==> config.mk <==
export PLATFORM = sky130hd
export DESIGN_NAME = sdpo_ctrl
export DESIGN_NICKNAME = d
export VERILOG_FILES = /design/src/hdl/sdpo_pkg.sv /design/src/hdl/sdpo_ctrl.sv
export VERILOG_INCLUDE_DIRS = /design/src /design/src/hdl
export SDC_FILE = /design/constraint.sdc
export NUM_CORES = 1
export LEC_CHECK = 0
export BUFFER_PORTS_ARGS = -buffer_cell sky130_fd_sc_hd__buf_2
export CAP_MARGIN = 25
export CORE_AREA = 2 2 39 41
export CTS_CLUSTER_SIZE = 8
export DETAILED_ROUTE_END_ITERATION = 8
export DIE_AREA = 0 0 41 43
export SYNTH_ARGS = -nofsm -noshare
export SYNTH_HDL_FRONTEND = slang
export SYNTH_SLANG_ARGS = --single-unit
==> constraint.sdc <==
create_clock -name clk -period 1.26 [get_ports clk]
set_clock_uncertainty 0.05 [all_clocks]
set_input_delay 0 -clock clk [delete_from_list [all_inputs] [get_ports clk]]
set_output_delay 0 -clock clk [all_outputs]
set_load 0.02 [all_outputs]
==> src/hdl/screlu_dot_product_output_top_macros.svh <==
// Assertion macros shared by the SCReLU output layer RTL.
`ifndef SCRELU_DOT_PRODUCT_OUTPUT_TOP_MACROS_SVH
`define SCRELU_DOT_PRODUCT_OUTPUT_TOP_MACROS_SVH
`ifndef ASSERT_OFF
// Checks a property on every rising edge of clk while rst_n is high.
`define SDPO_ASSERT(lbl, prop, msg) \
  lbl: assert property (@(posedge clk) disable iff (!rst_n) prop) else $error(msg);
// Checks a property on every rising edge of clk, reset included.
`define SDPO_ASSERT_ALWAYS(lbl, prop, msg) \
  lbl: assert property (@(posedge clk) prop) else $error(msg);
`else
`define SDPO_ASSERT(lbl, prop, msg)
`define SDPO_ASSERT_ALWAYS(lbl, prop, msg)
`endif
`endif

==> src/hdl/sdpo_pkg.sv <==
// Shared types, constants and functions of the SCReLU output layer.
`timescale 1ns / 1ps
`default_nettype none
package sdpo_pkg;

  localparam int HIDDEN_SIZE_DEF  = 1024;
  localparam int BUCKET_COUNT_DEF = 8;

  localparam int ACT_W    = 16;
  localparam int WEIGHT_W = 16;
  localparam int CLIP_W   = 15;
  localparam int BUCKET_W = 3;
  localparam int INDEX_W  = 10;
  localparam int SCORE_W  = 32;
  localparam int ENTRY_W  = 2 * WEIGHT_W;

  localparam logic [CLIP_W-1:0] CLIP_RESET = 15'd255;

  localparam logic MODE_WRITE = 1'b0;
  localparam logic MODE_ACC   = 1'b1;

  // Commands from the controller to the datapath.
  typedef struct packed {
    logic wr;       // weight pair transfer: write the weight RAM
    logic capture;  // activation pair transfer: read RAM, latch clamped acts
    logic mul1;     // weight times clamped activation, keep low 16 bits
    logic mul2;     // truncated product times clamped activation
    logic acc;      // add both terms, emit and clear on last
  } sdpo_cmd_t;

  // Status from the datapath to the controller.
  typedef struct packed {
    logic last;       // item in flight ends an evaluation
    logic out_block;  // output register holds a score that is not taken now
  } sdpo_sts_t;

  // Clamps a signed activation into [0, clip].
  function automatic logic [CLIP_W-1:0] clamp_act(input logic [ACT_W-1:0] a,
                                                  input logic [CLIP_W-1:0] clip);
    logic [CLIP_W-1:0] res;
    if (a[ACT_W-1]) begin
      res = '0;
    end else if (a[CLIP_W-1:0] > clip) begin
      res = clip;
    end else begin
      res = a[CLIP_W-1:0];
    end
    return res;
  endfunction

endpackage
`default_nettype wire

==> src/hdl/sdpo_ctrl.sv <==
// Controller state machine that sequences one item at a time through the datapath.
`timescale 1ns / 1ps
`default_nettype none
`include "screlu_dot_product_output_top_macros.svh"
module sdpo_ctrl
  import sdpo_pkg::*;
(
  input  wire logic      clk,
  input  wire logic      rst_n,
  input  wire logic      in_valid,
  input  wire logic      in_mode,
  output      logic      in_ready,
  input  wire sdpo_sts_t sts,
  output      sdpo_cmd_t cmd
);

  typedef enum logic [3:0] {
    S_IDLE = 4'b0001,
    S_MUL1 = 4'b0010,
    S_MUL2 = 4'b0100,
    S_ACC  = 4'b1000
  } state_t;

  state_t state_r;
  state_t state_nxt;
  logic   accept;

  assign in_ready = (state_r == S_IDLE);
  assign accept   = in_valid & in_ready;

  always_comb begin
    cmd         = '0;
    cmd.wr      = accept & (in_mode == MODE_WRITE);
    cmd.capture = accept & (in_mode == MODE_ACC);
    cmd.mul1    = (state_r == S_MUL1);
    cmd.mul2    = (state_r == S_MUL2);
    // A last item waits here until the previous score has been taken.
    cmd.acc     = (state_r == S_ACC) & ~(sts.last & sts.out_block);
  end

  always_comb begin
    state_nxt = state_r;
    case (state_r)
      S_IDLE: begin
        if (cmd.capture) begin
          state_nxt = S_MUL1;
        end
      end
      S_MUL1: begin
        state_nxt = S_MUL2;
      end
      S_MUL2: begin
        state_nxt = S_ACC;
      end
      S_ACC: begin
        if (cmd.acc) begin
          state_nxt = S_IDLE;
        end
      end
      default: begin
        state_nxt = S_IDLE;
      end
    endcase
  end

  always_ff @(posedge clk) begin
    if (!rst_n) begin
      state_r <= S_IDLE;
    end else begin
      state_r <= state_nxt;
    end
  end

  `SDPO_ASSERT(a_acc_starts, cmd.capture |=> state_r == S_MUL1, "accumulate did not start")
  `SDPO_ASSERT(a_mul_chain, state_r == S_MUL1 |=> state_r == S_MUL2 ##1 state_r == S_ACC,
               "multiplier sequence broken")
  `SDPO_ASSERT(a_stall_cause, (state_r == S_ACC) && !cmd.acc |-> sts.last && sts.out_block,
               "accumulate stalled without a waiting score")

endmodule
`default_nettype wire

==> reports/qor.yml, run 1 <==
power:
  power.leakage_nw: 0.205
  power-per-cell-area_nw_per_um2: 882
  vdd.ir_drop.worst_mv: 0.345
sta:
  fin_ws_ps: -234
  fmax_mhz: 670
  finalMaxSlewViolations: 0
  hold_slack_ps: 41.5
  rsz0062_at_grt: "true"
  hold_viol_final: 0
  fin_crit_sh_pct: 119
  layout_min_cycle_time_ps: 1490
  timing.setup.tns_ps: -686
  tightest_slew_ps: 239
  setup_viol: 5
  timing.slew.headroom_pct: 84.0
logic_synthesis:
  ys_top_cells_by_area: "dfxtp_1 (32%), nand2b_4 (5.4%), or4b_4 (5.4%)"
  yosysTopAreaCellShare_pct: 31.5
  ys_seq_area_share_pct: 31.5
  avgSynthCellArea_um2: 8.47
  synth_mux_area_share_pct: 0
  ys.flop_type: "dfxtp_1"
  synth_xor_area_share_pct: 0
  synth-edff-count: 0
  synth.most_common_cell: "dfxtp_1"
  syn-cell-area_um2: 254
  synthTopCellsByCount: "dfxtp_1 (4), inv_1 (3), a21oi_1 (2), nand2_1 (2), nor2_1 (2)"
  ys_warn_count: 0
  syn_nets: 36
  synthCells: 30
  ys_ff_latch: 4
  synth_compound_area_share_pct: 13.3
  synth_top_family_by_area: "simple AND/OR/NAND/NOR gates"
  yosysTopAreaCell: "dfxtp_1"
  synth.distinct_cells: 22
  yosys.area_share.simple_pct: 43.3
  async_flop_share_pct: 0
  yosys.area_share.adder_pct: 0
clocking:
  clk-insertion-delay-late_ps: 230
  htreeDepth: 1
  cts_num_sinks: 4
  cts_root_buf: "clkbuf_4"
  clk_pin_slew_ps: 40
  cts_buffers: 3
  cts_tree: "done"
  clockBufferDepth: 2
worst_setup_path:
  crit_start: "state_r[2]"
  start_kind: "flop"
  crit_fanout: 4
  r2r-start: "state_r[2]"
  worstPathArrival_ps: 1440
  crit_required_ps: 1210
  r2r_cells: 4
  path_class: "reg -> out"
  worst_setup_path_end_kind: "primary output"
global_routing:
  antenna_found_initial: 0
  grt_usage_pct: 8.73
  grt_pass1_wl_um: 979
  grt_pass1_vias: 252
  overflow: 0
  grt_max_degree: 8
finish:
  finish.instance_area_um2: 478
  fin_cells: 66
  nets: 58
  syn_to_final_growth_pct: 88.2
  nFillCells: 158
  drive_above_1_share_pct: 62.0
  largest_reg_flops: 4
  num_antenna_cells: 0
  top_register: "state_r"
  reg.largest.list: "state_r x4"
floorplan:
  ios: 12
  die_h_um: 43
  die_area_um2: 1760
  die_w_um: 41
  start_util_pct: 18.4
  core_area_um2: 1380
  rows: 14
place:
  dpl_cell_area_um2: 377
  place_congestion: 0.667
  dp_cells: 60
  pre_cts_ws_ps: -27.6
  port_buffers: 11
  hpwl_um: 484
flow_run:
  max_cap_viol_count: 0
routing:
  dr.first_iter.drc_count: 0
  wl_um: 672
  vias: 287
  postRouteAntennaNets: 0
  wire_per_inst_um: 10.2
  via_per_inst: 4.35
  first_pass_iters: 1
  drc: 0
outcome:
  outcome: "complete, but fails checks"
  failed_checks: "setup timing"
min_path:
  min_delay_path_depth: 3
  min_from: "sts[1]"
  min_path_type: "in -> reg"
==> layer usage <==
metal,GRT usage (%),part of all wire [%],up-vias
met5,0,0,-
met4,8.00,0,0
met3,1.57,5.1,0
met2,11.6,47,7
met1,11.2,48,131
li1,-,-,149
==> area by class of cell <==
cell class | instances | area, µm² | share of cell area (%)
repair buffers | 19 | 149 | 31.2
well taps | 16 | 20.0 | 4.19
inverters | 3 | 11.3 | 2.36
flip-flops and latches | 4 | 81.3 | 17.0
multi-input cells | 21 | 194 | 40.6
clock buffers | 3 | 22.5 | 4.71
==> cell usage in the layout (no fill, tap or decap), drive strengths merged, types with 2 or more instances in the layout <==
| cell type | count |
|---|---|
| inv | 3 |
| nand2 | 2 |
| dfxtp | 4 |
| buf | 18 |
| a21oi | 2 |
| nor2 | 2 |
| clkbuf | 3 |
| nand2b | 2 |
==> worst max-delay path, cell delays in order (launching register included) <==
cell	delay (ps)
dfxtp_1	300
or4b_4	580
nor3b_4	200
buf_6	140
==> power breakdown <==
group	total [mW]	leakage [nW]	internal (mW)	switching [mW]
combinational	0.131	0.159	0.0727	0.0585
clock	0.153	0.0138	0.106	0.0465
sequential	0.138	0.0322	0.133	0.00447
total	0.422	0.205	0.312	0.110
==> cells by family after synthesis <==
family / Yosys count
AOI/OAI and AO/OA: 5
buffers and inverters: 5
DFF: 4
and+or+nand+nor: 16
==> metrics by stage <==
step,total power [mW],util (%)
after floorplan,0.200,-
after global placement,0.237,27.2
after detailed placement,0.239,27.2
after CTS,0.425,32.6
after global routing,0.447,34.5
final,0.422,34.5
==> worst paths after layout <==
kind,endpoint,slack (ps)
worst max-delay path,cmd[4],-230
worst min-delay path,state_r[3],40
worst max register to register,state_r[0],-130
worst min register to register,state_r[3],580
==> repair_timing <==
item,CTS,global route
endpoints found under the hold margin,4,0
setup endpoints to repair,6,7
hold buffers,1,0
pin swaps,3,1
gates resized for setup,9,7
setup buffers,2,0
No activity file was read; power rests on OpenSTA's default activity.
==> run 2, diff against run 1 <==
==> constraint.sdc (replaced) <==
create_clock -name clk -period 1.9 [get_ports clk]
set_clock_uncertainty 0.05 [all_clocks]
set_input_delay 0 -clock clk [delete_from_list [all_inputs] [get_ports clk]]
set_output_delay 0 -clock clk [all_outputs]
set_load 0.02 [all_outputs]
==> run 2 against run 1 <==
  * The flow now finishes without violations
  * Hold slack worse by 20 ps
  * Via count is 9.8% lower
  * Sequential power fell by 33%
  * Clock-buffer cell count unchanged
==> reports/qor.yml, run 2 (synthesis gave the netlist of run 1 again) <==
sta:
  layout_min_cycle_time_ps: 1570
  fin_crit_sh_pct: 82.7
  setup_viol: 0  # -5
  rsz0062_at_grt: "false"
  hold_viol_final: 0  # unchanged
  hold_slack_ps: 21.4  # -20.1 ps
  timing.setup.tns_ps: 0  # +686 ps
  timing.slew.headroom_pct: 70.6  # -13 points
  finalMaxSlewViolations: 0  # unchanged
  fin_ws_ps: 330  # +563 ps
  tightest_slew_ps: 435  # +196 ps
  fmax_mhz: 637
place:
  pre_cts_ws_ps: 578  # +606 ps
  port_buffers: 11  # unchanged
  place_congestion: 0.654  # -1.9%
  hpwl_um: 378  # -22%
clocking:
  cts_buffers: 3  # unchanged
  htreeDepth: 1  # unchanged
  clk-insertion-delay-late_ps: 230  # about the same
  clk_pin_slew_ps: 40  # about the same
  cts_tree: "done"
  clockBufferDepth: 2  # unchanged
  cts.repair.resized: 0  # -9
  cts_num_sinks: 4  # unchanged
  cts_root_buf: "clkbuf_4"
min_path:
  min_from: "sts[1]"
  min_delay_path_depth: 3  # unchanged
  holdPathEnd: "state_r[3]"
  min_path_type: "in -> reg"
worst_setup_path:
  critical-path-top-delay-family: "simple AND/OR/NAND/NOR gates"
  cp_slowest_cell: "or4b_4"
  worstPathArrival_ps: 1520  # +80 ps
  r2r-start: "state_r[0]"
  critical_path_buf_inv_count: 1  # unchanged
  max_stage_delay_ps: 520  # -60 ps
  crit_fanout: 7  # +3
  start_kind: "flop"
  crit_start: "state_r[0]"
  crit_required_ps: 1850  # +640 ps
  path_class: "reg -> out"
  critical_path.cell_chain: "or4b_4, nor3b_1, buf_2"
  rr_endpoint: "state_r[0]"
  ff2ff_setup_slack_ps: 620  # +750 ps
  r2r_cells: 3  # -1
  worst_setup_path_end_kind: "primary output"
global_routing:
  grt_max_degree: 10  # +2
  grt_pass1_vias: 206  # -18%
  grt_usage_pct: 6.62  # -2.1 points
  antenna_found_initial: 0  # unchanged
  overflow: 0  # unchanged
  grt_pass1_wl_um: 745  # -24%
floorplan:
  core_area_um2: 1380  # unchanged
  die_h_um: 43  # unchanged
  die_w_um: 41  # unchanged
  die_area_um2: 1760  # unchanged
  start_util_pct: 18.4  # unchanged
  ios: 12  # unchanged
  rows: 14  # unchanged
finish:
  reg.largest.list: "state_r x4"
  largest_reg_flops: 4  # unchanged
  nets: 51  # -12%
  top_register: "state_r"
  drive_above_1_share_pct: 37.2  # -25 points
  nFillCells: 157  # -0.63%
  fin_util_pct: 24.8  # -9.8 points
  num_antenna_cells: 0  # unchanged
  layout_commonest_cell: "buf_2"
  most-common-layout-cells: "buf_2 (11), dfxtp_1 (4), inv_1 (3), clkbuf_4 (3)"
  syn_to_final_growth_pct: 35.0
routing:
  postRouteAntennaNets: 0  # unchanged
  wire_per_inst_um: 8.56  # -16%
  first_pass_iters: 4  # +3
  dr.first_iter.drc_count: 3  # +3
  drc: 0  # unchanged
  wl_um: 505  # -25%
  vias: 259  # -9.8%
  via_per_inst: 4.39  # +0.95%
flow_run:
  max_cap_viol_count: 0  # unchanged
outcome:
  outcome: "complete, no violations"
power:
  vdd.ir_drop.worst_mv: 0.222  # -36%
  power.leakage_nw: 0.155  # -24%
  power.total_uw: 245  # -42%
  power-per-cell-area_nw_per_um2: 714  # -19%
run 2: report_power, final:
part | leakage [nW] | switching [mW] | internal, mW
Sequential | 0.0326 | 0.00459 | 0.0880
Clock | 0.0138 | 0.0315 | 0.0704
Combinational | 0.109 | 0.0250 | 0.0253
run 2: how the worst max path moves through the flow:
| stage | endpoint | slack, ps | cells past startpoint |
|---|---|---|---|
| after floorplan | state_r[0] | 200 | 3 |
| after global routing | cmd[4] | 260 | 3 |
| after global placement | cmd[4] | 590 | 3 |
| after CTS | cmd[4] | 320 | 3 |
| final | cmd[4] | 330 | 3 |
| after detailed placement | cmd[4] | 580 | 3 |
run 2: per-stage QoR:
| step | area (µm²) | std cells |
|---|---|---|
| floorplan | 254 | 30 |
| global placement | 310 | 55 |
| detailed placement | 310 | 55 |
| CTS | 343 | 59 |
| global route | 343 | 59 |
| finish | 343 | 59 |
run 2: area by class of cell:
type / count / area, µm² / share of cell area, %
Inverter: 3 / 11.3 / 3.28
Tap cell: 16 / 20.0 / 5.84
Clock buffer: 3 / 22.5 / 6.57
Sequential cell: 4 / 80.1 / 23.4
Multi-Input combinational cell: 21 / 144 / 42.0
Timing Repair Buffer: 12 / 65.1 / 19.0
run 2: worst reg2reg max path: cells and delay by family (launching register included):
family / cells / cell delay, ps
DFF: 1 / 400
AOI/OAI and AO/OA: 1 / 70
and+or+nand+nor: 2 / 680
run 2: what timing repair did:
action | 4_1_cts | 5_1_grt
buffers inserted | 0 | 0
setup endpoints to repair | 0 | 0
hold buffers | 1 | 0
hold endpoints to repair | 4 | 0
run 2: routing by layer:
metal / track usage [%] / vias to the layer above / wire length [µm]
met1: 8.97 / 111 / 261
met5: 0 / - / 0
li1: - / 133 / -
met2: 7.19 / 13 / 185
met4: 8.00 / 0 / 15
met3: 1.57 / 2 / 42
==> run 3, diff against run 2 <==
==> constraint.sdc (replaced) <==
create_clock -name clk -period 1.4 [get_ports clk]
set_clock_uncertainty 0.05 [all_clocks]
set_input_delay 0 -clock clk [delete_from_list [all_inputs] [get_ports clk]]
set_output_delay 0 -clock clk [all_outputs]
set_load 0.02 [all_outputs]
==> run 3 against run 2 <==
  * The flow now finishes with violations (setup timing)
  * Combinational power is 86% higher
  * Routed wire length is 15% higher
  * Setup slack worse by 410 ps
  * Global-route usage is 0.92 points higher
  * Utilization is 6.1 points higher
  * Final cell count is 8.5% higher
  * Sequential share of layout area is 3.8 points lower
  * Clock-buffer cell count stayed put
  * First-iteration DRC count is 33% lower
  * Total power is 45% higher
  * Critical path type unchanged
==> reports/qor.yml, run 3 (synthesis gave the netlist of run 1 again) <==
clocking:
  cts_buffers: 3  # unchanged
  clk-insertion-delay-late_ps: 230  # about the same
  htreeDepth: 1  # unchanged
  clockBufferDepth: 2  # unchanged
  cts_tree: "done"
  cts_root_buf: "clkbuf_4"
  cts_num_sinks: 4  # unchanged
  clk_pin_slew_ps: 40  # about the same
routing:
  wl_met3_um: 53  # +26%
  wire_per_inst_um: 9.06  # +5.9%
  routed-wl-met2_um: 255  # +38%
  wl_met1_um: 271  # +3.8%
  drc: 0  # unchanged
  wl_um: 580  # +15%
  top_layer: "met3"
  postRouteAntennaNets: 0  # unchanged
  vias: 274  # +5.8%
  dr.first_iter.drc_count: 2  # -1
  first_pass_iters: 2  # -2
  via_per_inst: 4.28  # -2.5%
sta:
  fin_ws_ps: -84.5  # -414 ps
  fmax_mhz: 674
  finalMaxSlewViolations: 0  # unchanged
  tightest_slew_ps: 272  # -163 ps
  fin_crit_sh_pct: 106
  timing.setup.tns_ps: -93.3  # -93.3 ps
  layout_min_cycle_time_ps: 1480
  rsz0062_at_grt: "true"
  setup_viol: 2  # +2
  hold_viol_final: 0  # unchanged
  timing.slew.headroom_pct: 81.7  # +11 points
floorplan:
  die_h_um: 43  # unchanged
  die_area_um2: 1760  # unchanged
  ios: 12  # unchanged
  rows: 14  # unchanged
  start_util_pct: 18.4  # unchanged
  die_w_um: 41  # unchanged
  core_area_um2: 1380  # unchanged
power:
  vdd.ir_drop.worst_mv: 0.467  # +110%
  p_int_uw: 264  # +44%
  seq_power_share_pct: 34.5  # -3.3 points
  power-per-cell-area_nw_per_um2: 827  # +16%
  power.leakage_nw: 0.190  # +22%
  p_sw_uw: 89.6  # +47%
  pwr-share-clk_pct: 39.1  # -2.6 points
  switching_share_pct: 25.3  # +0.36 points
  comb_power_share_pct: 26.3  # +5.8 points
  power.total_uw: 354  # +45%
place:
  hpwl_um: 432  # +14%
  place_congestion: 0.692  # +5.8%
  pre_cts_ws_ps: 113  # -466 ps
  dpl_cell_area_um2: 344  # +11%
  port_buffers: 11  # unchanged
finish:
  most-common-layout-cells: "buf_2 (7), buf_4 (7), inv_1 (3), clkbuf_4 (3), dfxtp_2 (3)"
  top_register: "state_r"
  nFillCells: 151  # -3.8%
  syn_to_final_growth_pct: 68.5
  fin_util_pct: 30.9  # +6.1 points
  reg.largest.list: "state_r x4"
  num_antenna_cells: 0  # unchanged
  nets: 56  # +9.8%
  finish.instance_area_um2: 428  # +25%
  drive_above_1_share_pct: 56.3  # +19 points
  largest_reg_flops: 4  # unchanged
worst_setup_path:
  crit_required_ps: 1350  # -500 ps
  critical-path-top-delay-family: "simple AND/OR/NAND/NOR gates"
  critical_path_buf_inv_count: 1  # unchanged
  cp_slowest_cell: "or4b_4"
  crit_fanout: 5  # -2
  start_kind: "flop"
  worstPathArrival_ps: 1430  # -90 ps
  max_stage_delay_ps: 570  # +50 ps
  critical_path.cell_chain: "or4b_4, nor3b_2, buf_4"
  worst_setup_path_end_kind: "primary output"
  path_class: "reg -> out"
global_routing:
  grt_max_degree: 6  # -4
  grt_pass1_wl_um: 862  # +16%
  overflow: 0  # unchanged
  grt_usage_pct: 7.54  # +0.92 points
  antenna_found_initial: 0  # unchanged
  grt_pass1_vias: 231  # +12%
min_path:
  min_path_type: "in -> reg"
outcome:
  failed_checks: "setup timing"
  outcome: "complete, but fails checks"
flow_run:
  max_cap_viol_count: 0  # unchanged
## run 3: cell count changes in the layout (fill, tap and decap cells not counted), moves of 2 or more
cell,delta
dfxtp_1,-3
buf_4,+7
buf_6,+2
buf_2,-4
dfxtp_2,+3
## run 3: per-stage QoR
| step | hold WS (ps) | std cells |
|---|---|---|
| 3_5_place_dp | 186 | 58 |
| 2_1_floorplan | 1.13 | 30 |
| 3_3_place_gp | 181 | 58 |
| 5_1_grt | 28.3 | 64 |
| 4_1_cts | 12.3 | 64 |
| 6_report | 11.8 | 64 |
## run 3: power by group through the flow
stage	clock network [mW]	registers (mW)	logic, mW
after detailed placement	0	0.124	0.0778
after global placement	0	0.124	0.0767
after floorplan	0	0.126	0.0474
final	0.139	0.122	0.0933
after global routing	0.158	0.122	0.100
after CTS	0.146	0.122	0.0858
## run 3: final timing paths
kind	to	slack [ps]	from	cells past startpoint
min	state_r[3]	10	sts[1]	3
max reg2reg	state_r[0]	150	state_r[3]	4
max	cmd[4]	-80	state_r[2]	3
min reg2reg	state_r[1]	500	state_r[2]	2
## run 3: tightest hold or removal path, cell delays in order
cell and delay (ps):
buf_2 110, nand4_1 80, a21oi_1 60
## run 3: per-layer routing
layer  track usage [%]  vias up
met5                 0        -
met4              4.00        0
met3              4.71        0
met2              9.38       10
met1              9.68      121
li1                  -      143
## run 3: repair_timing
item | CTS | global route
setup endpoints to repair | 3 | 5
pin swaps | 2 | 0
endpoints found under the hold margin | 4 | 0
buffers inserted | 2 | 0
gates resized for setup | 4 | 7
gates cloned | 0 | 0
hold buffers | 1 | 0
## run 3: layout make-up
type,instances,area [µm²],share of cell area (%)
multi-input combinational,21,170,39.8
clock buffer,3,22.5,5.26
inverter,3,11.3,2.63
tap,16,20.0,4.68
timing repair buffer,17,120,28.1
sequential,4,83.8,19.6
